**src/rtl/tbflc_pkg.sv**
```systemverilog
`timescale 1ns / 1ps
// ----------------------------------------------------------------------------
// tbflc_pkg
// Shared types, codes and character constants of the text byte filter and
// line counter.
// ----------------------------------------------------------------------------
package tbflc_pkg;

    // Mode register codes
    localparam logic [1:0] MODE_DROP_DIGITS  = 2'd0;
    localparam logic [1:0] MODE_COUNT_ROMAN  = 2'd1;
    localparam logic [1:0] MODE_COUNT_SPEC   = 2'd2;
    localparam logic [1:0] MODE_HEX_ESCAPE   = 2'd3;

    // Characters
    localparam logic [7:0] CH_NEWLINE   = 8'h0A;
    localparam logic [7:0] CH_SPACE     = 8'h20;
    localparam logic [7:0] CH_ZERO      = 8'h30;
    localparam logic [7:0] CH_NINE      = 8'h39;
    localparam logic [7:0] CH_UPPER_A   = 8'h41;
    localparam logic [7:0] CH_UPPER_F   = 8'h46;
    localparam logic [7:0] CH_UPPER_Z   = 8'h5A;
    localparam logic [7:0] CH_LOWER_A   = 8'h61;
    localparam logic [7:0] CH_LOWER_Z   = 8'h7A;
    localparam logic [7:0] CH_BACKSLASH = 8'h5C;
    localparam logic [7:0] CH_LOWER_X   = 8'h78;
    localparam logic [7:0] CH_ROMAN_I   = 8'h49;
    localparam logic [7:0] CH_ROMAN_V   = 8'h56;
    localparam logic [7:0] CH_ROMAN_X   = 8'h58;
    localparam logic [7:0] CH_ROMAN_L   = 8'h4C;
    localparam logic [7:0] CH_ROMAN_C   = 8'h43;
    localparam logic [7:0] CH_ROMAN_D   = 8'h44;
    localparam logic [7:0] CH_ROMAN_M   = 8'h4D;

    // Work kinds passed from front to back
    typedef enum logic [1:0] {
        KIND_BYTE,
        KIND_HEX,
        KIND_REPORT
    } t_kind;

    typedef struct packed {
        t_kind      kind;
        logic [7:0] data;
    } t_cmd;

    // Back-end sequencer states
    typedef enum logic [2:0] {
        ST_IDLE,
        ST_HEX,
        ST_CONV,
        ST_DIGIT,
        ST_NEWLINE
    } t_state;

    function automatic logic [7:0] hex_char(input logic [3:0] nib);
        logic [7:0] ch;
        if (nib < 4'd10) begin
            ch = CH_ZERO + {4'b0000, nib};
        end else begin
            ch = CH_UPPER_A + {4'b0000, nib - 4'd10};
        end
        return ch;
    endfunction

endpackage

```
**src/rtl/tbflc_front.sv**
```systemverilog
`timescale 1ns / 1ps
// ----------------------------------------------------------------------------
// tbflc_front
// Accepts input bytes, classifies them by mode, keeps the running count and
// queues one command per byte that produces output.
// ----------------------------------------------------------------------------
module tbflc_front #(
    parameter int COUNT_WIDTH = 16
) (
    input  logic                   i_clk,
    input  logic                   i_rst_n,
    input  logic                   i_cfg_valid,
    output logic                   o_cfg_ready,
    input  logic [1:0]             i_cfg_mode,
    input  logic                   i_in_valid,
    output logic                   o_in_ready,
    input  logic [7:0]             i_in_byte,
    input  logic                   i_full,
    output logic                   o_push,
    output tbflc_pkg::t_cmd        o_cmd,
    output logic [COUNT_WIDTH-1:0] o_count
);
    import tbflc_pkg::*;

    logic [1:0]             r_mode;
    logic [COUNT_WIDTH-1:0] r_count;
    logic [COUNT_WIDTH-1:0] n_count;
    logic [COUNT_WIDTH-1:0] bumped;
    logic                   accept;
    logic                   is_digit;
    logic                   is_roman;
    logic                   is_alnum_space;
    logic                   is_newline;

    assign o_cfg_ready = 1'b1;
    assign o_in_ready  = !i_full;
    assign accept      = i_in_valid && !i_full;

    assign is_digit   = (i_in_byte >= CH_ZERO) && (i_in_byte <= CH_NINE);
    assign is_newline = (i_in_byte == CH_NEWLINE);
    assign is_roman   = (i_in_byte == CH_ROMAN_I) || (i_in_byte == CH_ROMAN_V) ||
                        (i_in_byte == CH_ROMAN_X) || (i_in_byte == CH_ROMAN_L) ||
                        (i_in_byte == CH_ROMAN_C) || (i_in_byte == CH_ROMAN_D) ||
                        (i_in_byte == CH_ROMAN_M);
    assign is_alnum_space = ((i_in_byte >= CH_LOWER_A) && (i_in_byte <= CH_LOWER_Z)) ||
                            ((i_in_byte >= CH_UPPER_A) && (i_in_byte <= CH_UPPER_Z)) ||
                            is_digit || (i_in_byte == CH_SPACE);

    // saturating increment
    assign bumped = (r_count == {COUNT_WIDTH{1'b1}}) ? r_count : r_count + 1'b1;

    always_comb begin
        o_push     = 1'b0;
        o_cmd.kind = KIND_BYTE;
        o_cmd.data = i_in_byte;
        o_count    = r_count;
        n_count    = r_count;
        unique case (r_mode)
            MODE_DROP_DIGITS: begin
                o_push = accept && !is_digit;
            end
            MODE_COUNT_ROMAN: begin
                if (is_roman) begin
                    n_count = bumped;
                end else if (is_newline) begin
                    o_push     = accept;
                    o_cmd.kind = KIND_REPORT;
                    n_count    = '0;
                end
            end
            MODE_COUNT_SPEC: begin
                // the newline itself counts before it is reported
                o_count = is_alnum_space ? r_count : bumped;
                n_count = o_count;
                if (is_newline) begin
                    o_push     = accept;
                    o_cmd.kind = KIND_REPORT;
                    n_count    = '0;
                end
            end
            MODE_HEX_ESCAPE: begin
                o_push     = accept;
                o_cmd.kind = is_digit ? KIND_BYTE : KIND_HEX;
            end
            default: begin
                o_push = 1'b0;
            end
        endcase
    end

    always_ff @(posedge i_clk) begin
        if (!i_rst_n) begin
            r_mode  <= MODE_DROP_DIGITS;
            r_count <= '0;
        end else begin
            if (i_cfg_valid) begin
                r_mode <= i_cfg_mode;
            end
            if (accept) begin
                r_count <= n_count;
            end
        end
    end

endmodule

```
**src/rtl/tbflc_queue.sv**
```systemverilog
`timescale 1ns / 1ps
// ----------------------------------------------------------------------------
// tbflc_queue
// Short command queue between the front and the back.
// ----------------------------------------------------------------------------
module tbflc_queue #(
    parameter int DATA_WIDTH = 26,
    parameter int DEPTH      = 2
) (
    input  logic                  i_clk,
    input  logic                  i_rst_n,
    input  logic                  i_push,
    input  logic [DATA_WIDTH-1:0] i_data,
    output logic                  o_full,
    input  logic                  i_pop,
    output logic [DATA_WIDTH-1:0] o_data,
    output logic                  o_empty
);
    localparam int PTR_W = $clog2(DEPTH);
    localparam int CNT_W = $clog2(DEPTH + 1);

    logic [DATA_WIDTH-1:0] r_mem [DEPTH];
    logic [PTR_W-1:0]      r_wr;
    logic [PTR_W-1:0]      r_rd;
    logic [CNT_W-1:0]      r_fill;
    logic                  do_push;
    logic                  do_pop;

    assign o_full  = (r_fill == CNT_W'(DEPTH));
    assign o_empty = (r_fill == '0);
    assign o_data  = r_mem[r_rd];
    assign do_push = i_push && !o_full;
    assign do_pop  = i_pop && !o_empty;

    always_ff @(posedge i_clk) begin
        if (do_push) begin
            r_mem[r_wr] <= i_data;
        end
    end

    always_ff @(posedge i_clk) begin
        if (!i_rst_n) begin
            r_wr   <= '0;
            r_rd   <= '0;
            r_fill <= '0;
        end else begin
            if (do_push) begin
                r_wr <= (r_wr == PTR_W'(DEPTH - 1)) ? '0 : r_wr + 1'b1;
            end
            if (do_pop) begin
                r_rd <= (r_rd == PTR_W'(DEPTH - 1)) ? '0 : r_rd + 1'b1;
            end
            if (do_push && !do_pop) begin
                r_fill <= r_fill + 1'b1;
            end else if (do_pop && !do_push) begin
                r_fill <= r_fill - 1'b1;
            end
        end
    end

endmodule

```
**src/rtl/tbflc_back.sv**
```systemverilog
`timescale 1ns / 1ps
// ----------------------------------------------------------------------------
// tbflc_back
// Carries out queued commands: plain bytes, hex escapes, and count reports
// through a bit-serial binary to BCD conversion.
// ----------------------------------------------------------------------------
module tbflc_back #(
    parameter int COUNT_WIDTH = 16
) (
    input  logic                   i_clk,
    input  logic                   i_rst_n,
    input  logic                   i_empty,
    input  tbflc_pkg::t_cmd        i_cmd,
    input  logic [COUNT_WIDTH-1:0] i_count,
    output logic                   o_pop,
    output logic                   o_out_valid,
    input  logic                   i_out_ready,
    output logic [7:0]             o_out_byte,
    output logic                   o_last
);
    import tbflc_pkg::*;

    // decimal digits of the largest count
    localparam int NUM_DIGITS = (COUNT_WIDTH * 1233) / 4096 + 1;
    localparam int BCD_W      = NUM_DIGITS * 4;
    localparam int BIT_W      = $clog2(COUNT_WIDTH);
    localparam int DIG_W      = $clog2(NUM_DIGITS);

    t_state                 r_state;
    t_state                 n_state;
    logic [COUNT_WIDTH-1:0] r_bin;
    logic [COUNT_WIDTH-1:0] n_bin;
    logic [BCD_W-1:0]       r_bcd;
    logic [BCD_W-1:0]       n_bcd;
    logic [BCD_W-1:0]       bcd_adj;
    logic [BIT_W-1:0]       r_bit;
    logic [BIT_W-1:0]       n_bit;
    logic [DIG_W-1:0]       r_dig;
    logic [DIG_W-1:0]       n_dig;
    logic                   r_started;
    logic                   n_started;
    logic [7:0]             r_data;
    logic [7:0]             n_data;
    logic [1:0]             r_idx;
    logic [1:0]             n_idx;
    logic                   r_valid;
    logic                   n_valid;
    logic [7:0]             r_byte;
    logic [7:0]             n_byte;
    logic                   r_last;
    logic                   n_last;

    logic                   can_load;
    logic                   conv_done;
    logic [3:0]             cur_digit;
    logic                   skip_zero;

    assign o_out_valid = r_valid;
    assign o_out_byte  = r_byte;
    assign o_last      = r_last;

    assign can_load  = !r_valid || i_out_ready;
    assign conv_done = (r_bit == BIT_W'(COUNT_WIDTH - 1));
    assign cur_digit = r_bcd[{r_dig, 2'b00} +: 4];
    // drop leading zeros, but keep the units digit
    assign skip_zero = (cur_digit == 4'd0) && !r_started && (r_dig != '0);

    always_comb begin
        for (int d = 0; d < NUM_DIGITS; d++) begin
            bcd_adj[d*4 +: 4] = (r_bcd[d*4 +: 4] >= 4'd5) ?
                                r_bcd[d*4 +: 4] + 4'd3 : r_bcd[d*4 +: 4];
        end
    end

    // next state
    always_comb begin
        n_state = r_state;
        unique case (r_state)
            ST_IDLE: begin
                if (!i_empty) begin
                    unique case (i_cmd.kind)
                        KIND_HEX:    if (can_load) n_state = ST_HEX;
                        KIND_REPORT: n_state = ST_CONV;
                        default:     n_state = ST_IDLE;
                    endcase
                end
            end
            ST_HEX: begin
                if (can_load && (r_idx == 2'd3)) begin
                    n_state = ST_IDLE;
                end
            end
            ST_CONV: begin
                if (conv_done) begin
                    n_state = ST_DIGIT;
                end
            end
            ST_DIGIT: begin
                if (!skip_zero && can_load && (r_dig == '0)) begin
                    n_state = ST_NEWLINE;
                end
            end
            ST_NEWLINE: begin
                if (can_load) begin
                    n_state = ST_IDLE;
                end
            end
            default: n_state = ST_IDLE;
        endcase
    end

    // datapath and outputs
    always_comb begin
        o_pop     = 1'b0;
        n_bin     = r_bin;
        n_bcd     = r_bcd;
        n_bit     = r_bit;
        n_dig     = r_dig;
        n_started = r_started;
        n_data    = r_data;
        n_idx     = r_idx;
        n_valid   = r_valid && !i_out_ready;
        n_byte    = r_byte;
        n_last    = r_last;
        unique case (r_state)
            ST_IDLE: begin
                if (!i_empty) begin
                    unique case (i_cmd.kind)
                        KIND_HEX: begin
                            if (can_load) begin
                                o_pop   = 1'b1;
                                n_data  = i_cmd.data;
                                n_idx   = 2'd1;
                                n_valid = 1'b1;
                                n_byte  = CH_BACKSLASH;
                                n_last  = 1'b0;
                            end
                        end
                        KIND_REPORT: begin
                            o_pop = 1'b1;
                            n_bin = i_count;
                            n_bcd = '0;
                            n_bit = '0;
                        end
                        default: begin
                            if (can_load) begin
                                o_pop   = 1'b1;
                                n_valid = 1'b1;
                                n_byte  = i_cmd.data;
                                n_last  = 1'b1;
                            end
                        end
                    endcase
                end
            end
            ST_HEX: begin
                if (can_load) begin
                    n_valid = 1'b1;
                    n_last  = (r_idx == 2'd3);
                    n_idx   = r_idx + 2'd1;
                    unique case (r_idx)
                        2'd1:    n_byte = CH_LOWER_X;
                        2'd2:    n_byte = hex_char(r_data[7:4]);
                        default: n_byte = hex_char(r_data[3:0]);
                    endcase
                end
            end
            ST_CONV: begin
                // shift one bit into the BCD digits
                n_bcd = {bcd_adj[BCD_W-2:0], r_bin[COUNT_WIDTH-1]};
                n_bin = {r_bin[COUNT_WIDTH-2:0], 1'b0};
                n_bit = r_bit + 1'b1;
                if (conv_done) begin
                    n_dig     = DIG_W'(NUM_DIGITS - 1);
                    n_started = 1'b0;
                end
            end
            ST_DIGIT: begin
                if (skip_zero) begin
                    n_dig = r_dig - 1'b1;
                end else if (can_load) begin
                    n_valid   = 1'b1;
                    n_byte    = CH_ZERO + {4'b0000, cur_digit};
                    n_last    = 1'b0;
                    n_started = 1'b1;
                    if (r_dig != '0) begin
                        n_dig = r_dig - 1'b1;
                    end
                end
            end
            ST_NEWLINE: begin
                if (can_load) begin
                    n_valid = 1'b1;
                    n_byte  = CH_NEWLINE;
                    n_last  = 1'b1;
                end
            end
            default: begin
                o_pop = 1'b0;
            end
        endcase
    end

    always_ff @(posedge i_clk) begin
        if (!i_rst_n) begin
            r_state <= ST_IDLE;
            r_valid <= 1'b0;
        end else begin
            r_state <= n_state;
            r_valid <= n_valid;
        end
    end

    always_ff @(posedge i_clk) begin
        r_bin     <= n_bin;
        r_bcd     <= n_bcd;
        r_bit     <= n_bit;
        r_dig     <= n_dig;
        r_started <= n_started;
        r_data    <= n_data;
        r_idx     <= n_idx;
        r_byte    <= n_byte;
        r_last    <= n_last;
    end

endmodule

```
**src/rtl/text_byte_filter_line_counter_unit.sv**
```systemverilog
`timescale 1ns / 1ps
// ----------------------------------------------------------------------------
// text_byte_filter_line_counter_unit
// Text byte filter with a per-line counter of Roman letters or special bytes.
//
//   Channel | Direction | Handshake               | Payload
//   --------+-----------+-------------------------+---------------------------
//   cfg     | in        | i_cfg_valid/o_cfg_ready | i_cfg_mode (2 b)
//   in      | in        | i_in_valid/o_in_ready   | i_in_byte (8 b)
//   out     | out       | o_out_valid/i_out_ready | o_out_byte (8 b), o_last
//
// A plain byte gives one output byte, a dropped byte none; a hex escape gives
// four output bytes, one at a time through the single output register.
// A count report is dequeued, converted bit-serially from binary to BCD, then
// sent one decimal digit position at a time and closed by a newline.
// The command queue lets input bytes be taken while the back end is busy.
// Reset is synchronous and active low; it clears mode and count to zero.
// ----------------------------------------------------------------------------
module text_byte_filter_line_counter_unit #(
    parameter int COUNT_WIDTH = 16,
    parameter int QUEUE_DEPTH = 2
) (
    input  logic       i_clk,
    input  logic       i_rst_n,
    input  logic       i_cfg_valid,
    output logic       o_cfg_ready,
    input  logic [1:0] i_cfg_mode,
    input  logic       i_in_valid,
    output logic       o_in_ready,
    input  logic [7:0] i_in_byte,
    output logic       o_out_valid,
    input  logic       i_out_ready,
    output logic [7:0] o_out_byte,
    output logic       o_last
);
    import tbflc_pkg::*;

    localparam int CMD_W = $bits(t_cmd);
    localparam int Q_W   = CMD_W + COUNT_WIDTH;

    logic                   push;
    logic                   pop;
    logic                   full;
    logic                   empty;
    t_cmd                   front_cmd;
    logic [COUNT_WIDTH-1:0] front_count;
    logic [Q_W-1:0]         q_wdata;
    logic [Q_W-1:0]         q_rdata;
    t_cmd                   back_cmd;
    logic [COUNT_WIDTH-1:0] back_count;

    assign q_wdata    = {front_cmd, front_count};
    assign back_cmd   = t_cmd'(q_rdata[Q_W-1 -: CMD_W]);
    assign back_count = q_rdata[COUNT_WIDTH-1:0];

    tbflc_front #(
        .COUNT_WIDTH (COUNT_WIDTH)
    ) u_front (
        .i_clk       (i_clk),
        .i_rst_n     (i_rst_n),
        .i_cfg_valid (i_cfg_valid),
        .o_cfg_ready (o_cfg_ready),
        .i_cfg_mode  (i_cfg_mode),
        .i_in_valid  (i_in_valid),
        .o_in_ready  (o_in_ready),
        .i_in_byte   (i_in_byte),
        .i_full      (full),
        .o_push      (push),
        .o_cmd       (front_cmd),
        .o_count     (front_count)
    );

    tbflc_queue #(
        .DATA_WIDTH (Q_W),
        .DEPTH      (QUEUE_DEPTH)
    ) u_queue (
        .i_clk   (i_clk),
        .i_rst_n (i_rst_n),
        .i_push  (push),
        .i_data  (q_wdata),
        .o_full  (full),
        .i_pop   (pop),
        .o_data  (q_rdata),
        .o_empty (empty)
    );

    tbflc_back #(
        .COUNT_WIDTH (COUNT_WIDTH)
    ) u_back (
        .i_clk       (i_clk),
        .i_rst_n     (i_rst_n),
        .i_empty     (empty),
        .i_cmd       (back_cmd),
        .i_count     (back_count),
        .o_pop       (pop),
        .o_out_valid (o_out_valid),
        .i_out_ready (i_out_ready),
        .o_out_byte  (o_out_byte),
        .o_last      (o_last)
    );

endmodule

```
**config.mk**
```make
export PLATFORM = sky130hd
export DESIGN_NAME = text_byte_filter_line_counter_unit
export DESIGN_NICKNAME = d
export VERILOG_FILES = /design/src/rtl/tbflc_pkg.sv /design/src/rtl/tbflc_front.sv /design/src/rtl/tbflc_queue.sv /design/src/rtl/tbflc_back.sv /design/src/rtl/text_byte_filter_line_counter_unit.sv
export SDC_FILE = /design/constraint.sdc
export NUM_CORES = 1
export LEC_CHECK = 0
export BUFFER_PORTS_ARGS = -buffer_cell sky130_fd_sc_hd__buf_4
export CAP_MARGIN = 0
export CORE_ASPECT_RATIO = 0.75
export CORE_UTILIZATION = 30
export DETAILED_ROUTE_END_ITERATION = 8
export SETUP_SLACK_MARGIN = 0.05
export SLEW_MARGIN = 20
export SYNTH_ARGS = -nofsm -noshare
export SYNTH_HDL_FRONTEND = slang
export SYNTH_SLANG_ARGS = --single-unit
```
**constraint.sdc**
```tcl
create_clock -name i_clk -period 4.84 [get_ports i_clk]
set_input_delay 0.484 -clock i_clk [delete_from_list [all_inputs] [get_ports i_clk]]
set_output_delay 0.484 -clock i_clk [all_outputs]
set_load 0.01 [all_outputs]
```
==> out/metrics.csv <==
metric,value,unit
yosysTopAreaCell,edfxtp_1,
antenna_found_initial,0,
drtIter0Drc,638,
cts_hold_buf,0,
grt_pass1_wl,28200,um
io_buffer_count,25,
leakagePower,0.00308,uW
path_clk_slew,0.06,ns
setup_ws,2.08,ns
drive_gt1_share,13.4,%
dieArea,0.0271,mm2
synth_edf_count,115,
max_freq,0.362,GHz
wl,18000,um
gp_congestion,0.921,
clock-sinks,142,
async_reset_ff_share,0,%
core-area,0.0260,mm2
place_hpwl,12500,um
clockBufferDepth,2,
synthAdderAreaFrac,4.41,%
cp_max_fo,19,
layout.cells.non_filler,1134,
tightest_slew,0.880,ns
place_area,0.00846,mm2
n_antenna_cell,0,
worst_r2r_path_depth,6,
fin_crit,2.76,ns
worstReg2RegEnd,u_back.o_out_byte[2],
layout_commonest_cell,edfxtp_1,
yosys_warnings,0,
rsz0062_at_grt,no,
synth_simple_gate_area_share,16.1,%
die_h,143,um
critPathLaunchType,register,
netlist_instances,767,
p_total,4210,uW
ys_ff_latch,142,
dp_cells,1102,
setup_tns,0,ns
max_stage_delay,0.72,ns
synth_fp_nets,810,
track_usage,13.2,%
numCtsBuffers,17,
worstSetupStartpoint,u_back.r_state[2],
crit_end,u_back.o_out_byte[2],
viasPerCell,5.25,
area_delta_synth_final,14.2,%
stdcell_area,0.00907,mm2
clock_latency,0.42,ns
cts-resized-gates,0,
start_util,30.6,%
path_cells,nor2b_1 > nand2_1 > inv_1 > a21oi_1 > nor3_1 > nor2_1,
skew,0.0113,ns
cts_setup_buffers,0,
max_cap_violations,0,
status,"finished, final reports clean",
final_cell_mix,"edfxtp_1 (115), nor2_1 (79), nand2_1 (59)",
grt_pass1_vias,5243,
remaining_drc_errors,0,
relSlewSlack,41.2,%
drv_slew,0,
ys_types,73,
layout.nets,820,
ios,27,
synth_xor_area_share,3.53,%
syn_area_per_cell,10.4,um2
via_count,5957,
synth_top_family_by_area,simple AND/OR/NAND/NOR gates,
dr.pass1.iters,5,
synth_seq_area_share,50.3,%
htree_levels,4,
end_kind,register,
timing.final.crit_share,57.1,%
arrival,2.80,ns
pre_cts_slack,2.06,ns
synth_area,0.00794,mm2
die_w,190,um
required,4.88,ns
grt-ovfl-total,0,
vdd_ir_drop_max,0.000338,V
wire_per_inst,15.9,um
p_per_area,465,mW/mm2
synthTopCellsByArea,"edfxtp_1 (43%), dfxtp_1 (6.8%), ha_1 (4.4%)",
worstReg2RegStart,u_back.r_state[2],
synth-compound-area-share,15.8,%
rows,51,
setup_viol,0,
cts_root_buf,clkbuf_16,
postRouteAntennaNets,0,
hp-class,input port to register,
hold_viol,0,
r2r_setup_slack,2.08,ns
cp_slowest_cell,dfxtp_1,
yosys.area.top_type_share,43.5,%
synth.area.mux_share,6.00,%
ys.flop_type,edfxtp_1,
grt_max_degree,41,
path_class,register to register,
cts_tree,built,
Yosys cell counts (5+ instances only):
cell       number
nor2b_1         5
nand2_1        59
dfxtp_1        27
nand4_1        10
a31oi_1        10
nor2_1         81
a211oi_1        6
and3_1          5
o21ai_0        55
ha_1           28
xnor2_1        16
nand3_1        28
xor2_1         16
buf_2           5
nor3b_1         9
nor3_1         20
edfxtp_1      115
o211ai_1        9
o31ai_1         9
o31a_1          5
clkbuf_1       32
inv_1          37
o2111ai_1       5
mux2_2         13
mux2i_1        24
a21o_1          6
nand2b_1        9
a21oi_1        38
final cells by class:
class	count	area, um2
clock buffer	20	437
inverter	37	139
multi-input combinational	547	3660
timing repair buffer	32	240
fill	2524	16900
clock inverter	12	164
tap	344	430
sequential	142	3990
layer usage:
metal | wire (um) | track usage, %
met5 | 0 | 0
met4 | 193 | 3.57
met1 | 9260 | 20.8
met3 | 1360 | 3.27
met2 | 7180 | 17.3
through the flow:
step | hold slack (ns) | utilization (%)
CTS | 0.279 | 34.9
floorplan | 0.472 | -
finish | 0.299 | 34.9
detailed placement | 0.491 | 32.6
global route | 0.277 | 34.9
global placement | 0.487 | 32.6
kinds of logic (layout without fill, tap and decap cells):
kind of cell / after synthesis / count (layout)
buf+inv: 78 / 101
flops: 142 / 142
simple gates: 259 / 259
xor+xnor: 32 / 32
compound gates: 186 / 186
fa+ha+maj: 28 / 28
other cells: 1 / 1
mux: 41 / 41
critical path, delay by kind of cell (launching register included):
family / cells / cell delay, ns
flops: 1 / 0.72
simple gates: 4 / 1.29
buf+inv: 1 / 0.21
compound gates: 1 / 0.16
registers in the layout (all words and copies together) (netlist names), 2 cells and up, named ones only:
| name | flops |
|---|---|
| u_queue.r_mem | 52 |
| u_back.r_bcd | 20 |
| u_back.r_bin | 16 |
| u_front.r_count | 16 |
| u_back.o_out_byte | 8 |
| u_back.r_data | 8 |
| u_back.r_bit | 4 |
| u_back.r_dig | 3 |
| u_back.r_state | 3 |
| u_back.r_idx | 2 |
| u_front.r_mode | 2 |
| u_queue.r_fill | 2 |
worst min-delay path by stage:
stage                      start                   end  cells past startpoint
global placement    u_queue.r_rd              register                      2
detailed placement  u_queue.r_rd              register                      2
CTS                 i_in_byte[5]  u_queue.r_mem[0][21]                      1
floorplan           u_queue.r_rd              register                      2
finish              i_in_byte[5]  u_queue.r_mem[1][21]                      1
global route        i_in_byte[5]  u_queue.r_mem[0][21]                      1
power by group:
group / internal (uW) / switching [uW]
clock network: 817 / 529
registers: 1640 / 152
logic: 422 / 656
No activity file was read; power rests on OpenSTA's default activity.
